`config.mk`:
```
export PLATFORM = sky130hd
export DESIGN_NAME = radial_desaturate_pixel_core
export DESIGN_NICKNAME = d
export VERILOG_FILES = /design/src/radp_pkg.sv /design/src/radial_desaturate_pixel_core.sv
export SDC_FILE = /design/constraint.sdc
export NUM_CORES = 2
export LEC_CHECK = 0
export BUFFER_PORTS_ARGS = -buffer_cell sky130_fd_sc_hd__buf_4
export CAP_MARGIN = 20
export CORE_MARGIN = 8
export CORE_UTILIZATION = 65
export CTS_CLUSTER_DIAMETER = 30
export DETAILED_ROUTE_END_ITERATION = 10
export GPL_TIMING_DRIVEN = 0
export HOLD_SLACK_MARGIN = 0.12
export PLACE_DENSITY = 0.88
export SLEW_MARGIN = 40
export SYNTH_ARGS = -nofsm -noshare
export SYNTH_HDL_FRONTEND = slang
export SYNTH_SLANG_ARGS = --single-unit
```
`constraint.sdc`:
```
create_clock -name clk -period 12.6 [get_ports clk]
set_input_delay 2.52 -clock clk [delete_from_list [all_inputs] [get_ports clk]]
set_output_delay 2.52 -clock clk [all_outputs]
set_load 0.05 [all_outputs]
```
`src/radp_pkg.sv`:
```
// Shared constants and helpers for the radial desaturation pixel core.
// No dependencies; imported by radial_desaturate_pixel_core.
`default_nettype none

package radp_pkg;

  // Frame limits; positions beyond them are clamped.
  localparam int FRAME_WIDTH_MAX  = 4096;
  localparam int FRAME_HEIGHT_MAX = 4096;

  localparam int POS_W   = 12;
  localparam int CFG_W   = 12;
  localparam int CHAN_W  = 8;
  localparam int PIX_W   = 24;
  localparam int OUT_W   = 32;
  localparam int SQ_W    = 2 * POS_W;       // one squared distance
  localparam int DIST_W  = SQ_W + 1;        // sum of two squares
  localparam int NUM_W   = DIST_W + CHAN_W; // distance times 255
  localparam int PROD_W  = 2 * CHAN_W;

  // Configuration register indexes.
  localparam logic REG_CENTER_X = 1'b0;
  localparam logic REG_CENTER_Y = 1'b1;

  localparam logic [CFG_W-1:0] CENTER_X_RESET = 12'd320;
  localparam logic [CFG_W-1:0] CENTER_Y_RESET = 12'd240;

  // Luma weights, summing to 255.
  localparam logic [PROD_W-1:0] LUMA_R = 16'd76;
  localparam logic [PROD_W-1:0] LUMA_G = 16'd150;
  localparam logic [PROD_W-1:0] LUMA_B = 16'd29;

  localparam logic [CHAN_W-1:0] CHAN_MAX = 8'hFF;
  localparam logic [CHAN_W-1:0] ALPHA    = 8'hFF;

  // Pipeline layout: one quotient bit per divider stage.
  localparam int DIV_STEPS = CHAN_W;
  localparam int ST_DIV0   = 6;
  localparam int ST_MUL    = ST_DIV0 + DIV_STEPS;
  localparam int STAGES    = ST_MUL + 2;

  // Exact x / 255 for x below 65280.
  function automatic logic [CHAN_W-1:0] div255(input logic [PROD_W-1:0] x);
    logic [PROD_W:0] t;
    t = {1'b0, x} + {9'd0, x[PROD_W-1:CHAN_W]} + 17'd1;
    return t[PROD_W-1:CHAN_W];
  endfunction

  function automatic logic [POS_W-1:0] abs_diff(input logic [POS_W-1:0] a,
                                                input logic [POS_W-1:0] b);
    return (a >= b) ? (a - b) : (b - a);
  endfunction

endpackage

`default_nettype wire

```
`src/radial_desaturate_pixel_core.sv`:
```
// Radial vignette desaturation: blends each pixel toward its luma by its
// squared distance from a configurable centre. Depends on radp_pkg.
`default_nettype none

// Channel  | Handshake            | Payload
// ---------+----------------------+-------------------------------------
// input    | in_valid / in_ready  | pos_x, pos_y, pixel_in
// output   | out_valid/ out_ready | pixel_out (ARGB, alpha 0xFF)
// config   | cfg_we               | cfg_index (0 center_x, 1 center_y)
//
// Sixteen register stages; one word per cycle is sustained while out_ready
// stays high. The weight divider, one quotient bit per stage over eight
// stages, sets the depth.
// Reset clears the valid bits and loads the centre registers (320, 240).
// Each stage holds while its successor is full and stalled; empty stages
// keep accepting, so bubbles close up and no word is lost or repeated.

module radial_desaturate_pixel_core import radp_pkg::*; (
  input  wire logic              clk,
  input  wire logic              rst,
  input  wire logic              in_valid,
  output logic                   in_ready,
  input  wire logic [POS_W-1:0]  pos_x,
  input  wire logic [POS_W-1:0]  pos_y,
  input  wire logic [PIX_W-1:0]  pixel_in,
  output logic                   out_valid,
  input  wire logic              out_ready,
  output logic [OUT_W-1:0]       pixel_out,
  input  wire logic              cfg_we,
  input  wire logic              cfg_index,
  input  wire logic [CFG_W-1:0]  cfg_data
);

  localparam logic [POS_W-1:0] X_LIMIT = POS_W'(FRAME_WIDTH_MAX - 1);
  localparam logic [POS_W-1:0] Y_LIMIT = POS_W'(FRAME_HEIGHT_MAX - 1);

  // Configuration and derived corner distance.
  logic [CFG_W-1:0]  center_x;
  logic [CFG_W-1:0]  center_y;
  logic [SQ_W-1:0]   cx2;
  logic [SQ_W-1:0]   cy2;
  logic [DIST_W-1:0] corner2;
  logic              corner_zero;

  // Stage valid bits and load enables.
  logic [STAGES-1:0] v;
  logic [STAGES-1:0] en;

  // Stage 0: captured inputs.
  logic [POS_W-1:0]  s0_px;
  logic [POS_W-1:0]  s0_py;
  logic [PIX_W-1:0]  s0_pix;
  // Stage 1: distances and luma sum.
  logic [POS_W-1:0]  s1_dx;
  logic [POS_W-1:0]  s1_dy;
  logic [PROD_W-1:0] s1_lsum;
  logic [PIX_W-1:0]  s1_pix;
  // Stage 2: squares and luma.
  logic [SQ_W-1:0]   s2_dx2;
  logic [SQ_W-1:0]   s2_dy2;
  logic [CHAN_W-1:0] s2_luma;
  logic [PIX_W-1:0]  s2_pix;
  // Stage 3: squared distance.
  logic [DIST_W-1:0] s3_dist2;
  logic [CHAN_W-1:0] s3_luma;
  logic [PIX_W-1:0]  s3_pix;
  // Stage 4: dividend.
  logic [NUM_W-1:0]  s4_num;
  logic [CHAN_W-1:0] s4_luma;
  logic [PIX_W-1:0]  s4_pix;
  // Stage 5: saturation check.
  logic [NUM_W-1:0]  s5_rem;
  logic              s5_sat;
  logic [CHAN_W-1:0] s5_luma;
  logic [PIX_W-1:0]  s5_pix;
  // Divider stages.
  logic [NUM_W-1:0]  d_rem  [DIV_STEPS];
  logic [CHAN_W-1:0] d_q    [DIV_STEPS];
  logic              d_sat  [DIV_STEPS];
  logic [CHAN_W-1:0] d_luma [DIV_STEPS];
  logic [PIX_W-1:0]  d_pix  [DIV_STEPS];
  logic [NUM_W-1:0]  src_rem  [DIV_STEPS];
  logic [CHAN_W-1:0] src_q    [DIV_STEPS];
  logic              src_sat  [DIV_STEPS];
  logic [CHAN_W-1:0] src_luma [DIV_STEPS];
  logic [PIX_W-1:0]  src_pix  [DIV_STEPS];
  logic [NUM_W-1:0]  rem_next [DIV_STEPS];
  logic [CHAN_W-1:0] q_next   [DIV_STEPS];
  // Blend products: color times weight, luma times inverse weight.
  logic [PROD_W-1:0] m_cr;
  logic [PROD_W-1:0] m_cg;
  logic [PROD_W-1:0] m_cb;
  logic [PROD_W-1:0] m_lr;
  logic [PROD_W-1:0] m_lg;
  logic [PROD_W-1:0] m_lb;
  logic [OUT_W-1:0]  out_word;

  logic [CHAN_W-1:0] w_final;
  logic [CHAN_W-1:0] w_inv;
  logic [CHAN_W-1:0] last_luma;
  logic [PIX_W-1:0]  last_pix;

  // Config writes.
  always_ff @(posedge clk) begin
    if (rst) begin
      center_x <= CENTER_X_RESET;
      center_y <= CENTER_Y_RESET;
    end else if (cfg_we) begin
      unique case (cfg_index)
        REG_CENTER_X: center_x <= cfg_data;
        REG_CENTER_Y: center_y <= cfg_data;
        default: ;
      endcase
    end
  end

  // Corner distance is registered from the registered centre squares; after a
  // write it settles well before any word reaches the divider.
  always_ff @(posedge clk) begin
    cx2         <= SQ_W'(center_x) * SQ_W'(center_x);
    cy2         <= SQ_W'(center_y) * SQ_W'(center_y);
    corner2     <= DIST_W'(cx2) + DIST_W'(cy2);
    corner_zero <= (cx2 == '0) && (cy2 == '0);
  end

  // Stage enables: load when empty or when the next stage moves too.
  always_comb begin
    en[STAGES-1] = !v[STAGES-1] || out_ready;
    for (int k = STAGES - 2; k >= 0; k--) begin
      en[k] = !v[k] || en[k+1];
    end
  end

  assign in_ready = en[0];

  always_ff @(posedge clk) begin
    if (rst) begin
      v <= '0;
    end else begin
      if (en[0]) v[0] <= in_valid;
      for (int k = 1; k < STAGES; k++) begin
        if (en[k]) v[k] <= v[k-1];
      end
    end
  end

  // Front stages.
  always_ff @(posedge clk) begin
    if (en[0]) begin
      s0_px  <= (pos_x > X_LIMIT) ? X_LIMIT : pos_x;
      s0_py  <= (pos_y > Y_LIMIT) ? Y_LIMIT : pos_y;
      s0_pix <= pixel_in;
    end
    if (en[1]) begin
      s1_dx   <= abs_diff(s0_px, center_x);
      s1_dy   <= abs_diff(s0_py, center_y);
      s1_lsum <= LUMA_R * PROD_W'(s0_pix[23:16])
               + LUMA_G * PROD_W'(s0_pix[15:8])
               + LUMA_B * PROD_W'(s0_pix[7:0]);
      s1_pix  <= s0_pix;
    end
    if (en[2]) begin
      s2_dx2  <= SQ_W'(s1_dx) * SQ_W'(s1_dx);
      s2_dy2  <= SQ_W'(s1_dy) * SQ_W'(s1_dy);
      s2_luma <= div255(s1_lsum);
      s2_pix  <= s1_pix;
    end
    if (en[3]) begin
      s3_dist2 <= DIST_W'(s2_dx2) + DIST_W'(s2_dy2);
      s3_luma  <= s2_luma;
      s3_pix   <= s2_pix;
    end
    if (en[4]) begin
      // dist2 * 255 as a shift and subtract
      s4_num  <= {s3_dist2, {CHAN_W{1'b0}}} - NUM_W'(s3_dist2);
      s4_luma <= s3_luma;
      s4_pix  <= s3_pix;
    end
    if (en[5]) begin
      // quotient of 256 or more saturates the weight
      s5_sat  <= corner_zero || (s4_num >= {corner2, {CHAN_W{1'b0}}});
      s5_rem  <= s4_num;
      s5_luma <= s4_luma;
      s5_pix  <= s4_pix;
    end
  end

  // Restoring divider, one quotient bit per stage, MSB first.
  always_comb begin
    src_rem[0]  = s5_rem;
    src_q[0]    = '0;
    src_sat[0]  = s5_sat;
    src_luma[0] = s5_luma;
    src_pix[0]  = s5_pix;
    for (int j = 1; j < DIV_STEPS; j++) begin
      src_rem[j]  = d_rem[j-1];
      src_q[j]    = d_q[j-1];
      src_sat[j]  = d_sat[j-1];
      src_luma[j] = d_luma[j-1];
      src_pix[j]  = d_pix[j-1];
    end
  end

  always_comb begin
    for (int j = 0; j < DIV_STEPS; j++) begin
      logic [NUM_W-1:0] dv;
      logic             ge;
      dv = NUM_W'(corner2) << (DIV_STEPS - 1 - j);
      ge = src_rem[j] >= dv;
      rem_next[j] = ge ? (src_rem[j] - dv) : src_rem[j];
      q_next[j] = src_q[j];
      q_next[j][3'(DIV_STEPS - 1 - j)] = ge;
    end
  end

  always_ff @(posedge clk) begin
    for (int j = 0; j < DIV_STEPS; j++) begin
      if (en[ST_DIV0 + j]) begin
        d_rem[j]  <= rem_next[j];
        d_q[j]    <= q_next[j];
        d_sat[j]  <= src_sat[j];
        d_luma[j] <= src_luma[j];
        d_pix[j]  <= src_pix[j];
      end
    end
  end

  // Weight and blend products.
  assign w_final   = d_sat[DIV_STEPS-1] ? CHAN_MAX : d_q[DIV_STEPS-1];
  assign w_inv     = CHAN_MAX - w_final;
  assign last_luma = d_luma[DIV_STEPS-1];
  assign last_pix  = d_pix[DIV_STEPS-1];

  always_ff @(posedge clk) begin
    if (en[ST_MUL]) begin
      m_cr <= PROD_W'(last_pix[23:16]) * PROD_W'(w_final);
      m_cg <= PROD_W'(last_pix[15:8])  * PROD_W'(w_final);
      m_cb <= PROD_W'(last_pix[7:0])   * PROD_W'(w_final);
      m_lr <= PROD_W'(last_luma) * PROD_W'(w_inv);
      m_lg <= PROD_W'(last_luma) * PROD_W'(w_inv);
      m_lb <= PROD_W'(last_luma) * PROD_W'(w_inv);
    end
  end

  // Output register: sum never exceeds 255*255, so it fits 16 bits.
  always_ff @(posedge clk) begin
    if (en[STAGES-1]) begin
      out_word <= {ALPHA,
                   div255(m_cr + m_lr),
                   div255(m_cg + m_lg),
                   div255(m_cb + m_lb)};
    end
  end

  assign out_valid = v[STAGES-1];
  assign pixel_out = out_word;

endmodule

`default_nettype wire

```
Word-level counts from Yosys, hierarchy flattened. Memory sizes are Yosys's and may differ from the RTL's. Cells that the tools add are included. Widths: inputs -> output; s select.

Bits in registers: 582. Bits in writable memories: 592. Input port bits: 66. Output and inout port bits: 34. Logic and storage cells: 172. Memories kept: 5.

$add $sub $neg: 29. $mul: 11. $lt $le $gt $ge: 13. Mux-type cells: 27. Bitwise logic cells: 1. Reductions and logical operators: 38.

Memories: d_rem (depth 8, width 33, rd ports 7, clocked after memory_dff 0, wr ports 8, RTL line radial_desaturate_pixel_core.sv:77) `logic [NUM_W-1:0] d_rem [DIV_STEPS];`; d_pix (depth 8, width 24, rd ports 8, clocked after memory_dff 0, wr ports 8, RTL line radial_desaturate_pixel_core.sv:81) `logic [PIX_W-1:0] d_pix [DIV_STEPS];`; d_luma (depth 8, width 8, rd ports 8, clocked after memory_dff 0, wr ports 8, RTL line radial_desaturate_pixel_core.sv:80) `logic [CHAN_W-1:0] d_luma [DIV_STEPS];`; d_q (depth 8, width 8, rd ports 8, clocked after memory_dff 0, wr ports 8, RTL line radial_desaturate_pixel_core.sv:78) `logic [CHAN_W-1:0] d_q [DIV_STEPS];`; d_sat (depth 8, width 1, rd ports 8, clocked after memory_dff 0, wr ports 8, RTL line radial_desaturate_pixel_core.sv:79) `logic d_sat [DIV_STEPS];`.

Operators with widths (number): $mux 33 (8); $mul 12x12->24 (4); $sub 33x25->33 (2); $add 16x1->16 const B (4); $add 16x8->16 (4); $mul 8x8->16 (4); $add 24x24->25 (2); $add 16x16->16 (3); $logic_not 24->1 (2); $sub 12x12->12 (4); $ge 33x25->1 (1); $ge 33x26->1 (1); $ge 33x27->1 (1); $ge 33x28->1 (1); $ge 33x29->1 (1); $ge 33x30->1 (1); $ge 33x31->1 (1); $ge 33x32->1 (1); $ge 33x33->1 (1); $sub 33x26->33 (1); $sub 33x27->33 (1); $sub 33x28->33 (1); $sub 33x29->33 (1); $sub 33x30->33 (1); other kinds (17) (68).

Logic depth before layout (Yosys ltp).
Depth in word-level cells: 17. Mapped depth: 22.

Least setup slack after synthesis. No wires, ideal clock.

Path type: input-to-output. Start point: in out_ready. End point: out in_ready. Data arrival time: 8.466 ns. Required time: 10.080 ns. Setup slack: 1.614 ns. Stages: 10. Path through: nor2b_1 inv_1 nor2_1 and2_1 inv_1 nor2_1 and3_1 clkbuf_1 nand4_1 or2_2.

Cells in the longest elaborated chain, start to end: 16.

Ends and longest elaborated chain: from (decl) (RTL line radial_desaturate_pixel_core.sv:27) `input wire logic out_ready,`; $logic_or 1x1->1 (RTL line radial_desaturate_pixel_core.sv:128) `en[STAGES-1] = !v[STAGES-1] || out_ready;`; net en[15] (RTL line radial_desaturate_pixel_core.sv:47) `logic [STAGES-1:0] en;`; $logic_or 1x1->1 (5 in series) (RTL line radial_desaturate_pixel_core.sv:130) `en[k] = !v[k] || en[k+1];`; net en[10] (RTL line radial_desaturate_pixel_core.sv:47); $logic_or 1x1->1 (9 in series) (RTL line radial_desaturate_pixel_core.sv:130); net en[1] (RTL line radial_desaturate_pixel_core.sv:47); $logic_or 1x1->1 (RTL line radial_desaturate_pixel_core.sv:130); to (decl) (RTL line radial_desaturate_pixel_core.sv:22) `output logic in_ready,`.

The timed path passes the listed nets, and every way through them passes these cells.

Worst setup path in the final report. Same ends and word-level chain as after synthesis.

==> key figures <==
Yosys
  – Yosys warns: 0
  – Number of synthesized register bits: 1082
  – Sequential area share after synthesis: 39.8%
  – Avg Inst Size Synth: 10.9 um2
  – Most used DFF post-synth: edfxtp_1
  – Cell count after synthesis: 7194
  – Mapped Area: 78700 um2
  – Netlist cell types: 99
  – Number of flops mapped to enable cells by yosys: 970
  – Asr flop ratio synth: 0%

Clock network
  – CTS Buf Count: 199
  – Cts repair resizes: 0
  – Clock Pin Slew Worst Setup and Hold Paths: 0.06 ns
  – H-tree Lvls: 4
  – CTS tree: built
  – Postcts setup bufs: 0
  – Clock latency on the worst-skew pair: 0.85 ns
  – Root Driver: clkbuf_16
  – Longest Clk Path Bufs: 3
  – Hold Buf Count CTS: 0
  – Clock sink count: 1082

GRT
  – Initial antenna violation count: 1
  – First-pass GRT wire length: 300000 um
  – GRT Util Overall: 28.2%
  – Grt total ovfl: 0
  – Vias in the first global route: 58200
  – Pin count of the biggest net entering global routing: 51

Floorplanning
  – Initial Utilization: 65.6%
  – Die Footprint: 133000 um2
  – Std cell rows: 127
  – Die X: 364 um
  – Top-level I/O count: 100
  – Die Y: 364 um
  – Core area: 120000 um2

Layout
  – Commonest non-fill, non-tap cell in the layout: inv_1
  – Fillers: 7627
  – NumNets Final: 8946
  – Register area: 31400 um2
  – Layout cells sized above 1: 7.84%
  – Post-Layout Cell Count: 9276
  – Most frequent cells in the layout: inv_1 (1005), edfxtp_1 (970), ha_1 (875)
  – Layout area overhead: 12.8%
  – Antenna cells: 0
  – Area of the multi-input gates: 42900 um2

Routing
  – Final wirelength: 186000 um
  – WL/cell: 20.0 um
  – Vias: 55400
  – Via-to-Cell Ratio: 5.97
  – Final ANT Viol Nets: 0
  – Drt initial violations: 4477
  – DRC viols: 0
  – Drt first pass iters: 7

Worst setup path
  – Critical Path, Cell by Cell: buf_4 > nor2b_1 > inv_2 > nor2_1 > and2_1 > inv_4 > nor2_1 > and3_1 > clkbuf_1 > nand4_1 > or2_4 > buf_4
  – Setup CP Type: primary input to output port
  – R2r worst-path depth: 22
  – WP data arrival: 7.12 ns
  – Crit-path max FO: 30
  – Endpoint class of the critical path: output port
  – Crit path launch type: primary input
  – Required time of the critical path: 10.08 ns
  – Slowest-stage cell, CP: nor2_1
  – Crit-path max cell delay: 0.61 ns
  – R2R Setup Slk: 5.94 ns

Job
  – Max Cap Violations: 0

Timing
  – Crit path time final: 9.64 ns
  – Final worst path period share: 76.5%
  – Setup Viol. Count Final: 0
  – Clock skew: 0.0617 ns
  – Final Hold Viols: 0
  – Worst-Margin Slew: 0.899 ns
  – Slew headroom: 40.0%
  – Count of pins over their slew limit: 0
  – RSZ-0062 raised after global routing: no
  – Max Clk Rate: 104 MHz

Placed design
  – I/O Buffers: 66
  – Post-DP HPWL: 135000 um
  – Dpl cells: 8897
  – Gpl congestion: 0.946

Worst hold path
  – Tightest Hold Check Type: register to register
  – Hold path depth: 0

Run status
  – Outcome: finished, final reports clean
[cell type report]
type                    instances  area share [%]
multi-input cells            4935            48.4
flip-flops and latches       1082            35.3
clock buffers                 219            5.71
inverters                    1032            4.38
clock inverters               159            2.32
well taps                    1612            2.27
repair buffers                 85           0.910
plain buffers                 152           0.719
[sequential cells by signal (all words and copies together), names as in the netlist, 23 cells and up]
signal     count
d_pix        192
cx2           23
s2_pix        24
s2_dy2        23
s1_pix        23
corner2       25
d_luma        64
s4_pix        24
cy2           23
s0_pix        24
s3_pix        24
s3_dist2      25
s4_num        33
s5_rem        33
s2_dx2        23
d_rem        231
s5_pix        24
pixel_out     24
[critical path: cells and delay by family]
kind,cells,cell delay [ns]
buf+inv,5,1.48
simple gates,7,3.11
[final timing paths]
| path | start | endpoint |
|---|---|---|
| max | out_ready | in_ready |
| min | d_pix[1][48] | d_pix[1][72] |
| max reg2reg | s1_dy[9] | s2_dy2[23] |
| min reg2reg | d_pix[1][48] | d_pix[1][72] |
[synth_stat cells (12+ instances only)]
| library cell | count | area [um2] |
|---|---|---|
| nor2_1 | 445 | 1670 |
| nand3_1 | 97 | 485 |
| nand2_1 | 474 | 1780 |
| and3_1 | 37 | 231 |
| and2_1 | 176 | 1100 |
| edfxtp_1 | 970 | 29100 |
| o211ai_1 | 27 | 203 |
| o21ai_0 | 260 | 1300 |
| mux2_2 | 57 | 642 |
| a211oi_1 | 35 | 263 |
| o21bai_1 | 42 | 315 |
| a21oi_1 | 357 | 1790 |
| xor2_1 | 149 | 1310 |
| o41ai_1 | 21 | 184 |
| o31a_1 | 17 | 149 |
| clkbuf_1 | 124 | 465 |
| nand2b_1 | 72 | 450 |
| inv_1 | 1019 | 3820 |
| o21a_1 | 87 | 653 |
| fa_1 | 518 | 10400 |
| nor3_1 | 122 | 611 |
| or2_2 | 27 | 169 |
| ha_1 | 875 | 10900 |
| or4_1 | 17 | 128 |
| o31ai_1 | 34 | 255 |
| buf_2 | 16 | 80.1 |
| mux2i_1 | 32 | 320 |
| nor2b_1 | 83 | 519 |
| a21boi_0 | 32 | 240 |
| dfxtp_1 | 112 | 2240 |
| nand4_1 | 52 | 325 |
| xnor2_1 | 300 | 2630 |
| nor3b_1 | 12 | 90.1 |
| a31oi_1 | 34 | 213 |
| a21o_1 | 166 | 1250 |
| nor4_1 | 44 | 275 |
| or3_1 | 25 | 156 |
| a211o_1 | 14 | 123 |
[kinds of logic (layout without fill, tap and decap cells)]
| kind of cell | after synthesis | in the layout | share of synthesized area, % |
|---|---|---|---|
| fa+ha+maj | 1393 | 1393 | 27.1 |
| buf+inv | 1184 | 1647 | 5.73 |
| simple gates | 1730 | 1730 | 10.7 |
| compound gates | 1264 | 1264 | 10.4 |
| flops | 1082 | 1082 | 39.8 |
| xor+xnor | 449 | 449 | 5.00 |
| other cells | 1 | 8 | 0.00476 |
| mux | 91 | 91 | 1.25 |
[routing by layer]
layer,vias up,part of all wire [%],track usage [%]
met3,567,6.9,4.63
met4,2,4.7,13.0
li1,25600,-,-
met2,2332,49,48.9
met5,-,0.0070,0
met1,26900,39,34.6
[through the flow]
step | hold slack, ns | worst slack, ns | TNS [ns] | utilization, % | area (um2)
global route | 0.398 | 2.62 | 0 | 74.0 | 88800
CTS | 0.385 | 2.68 | 0 | 74.0 | 88800
detailed placement | 0.405 | 2.84 | 0 | 68.0 | 81600
finish | 0.386 | 2.96 | 0 | 74.0 | 88800
global placement | 0.402 | -1.80 | -1.80 | 67.7 | 81300
floorplan | 0.400 | 1.61 | 0 | - | 78700
Power is not shown: default switching activity piles up to over one toggle a cycle in this logic, so the estimate is an artifact.
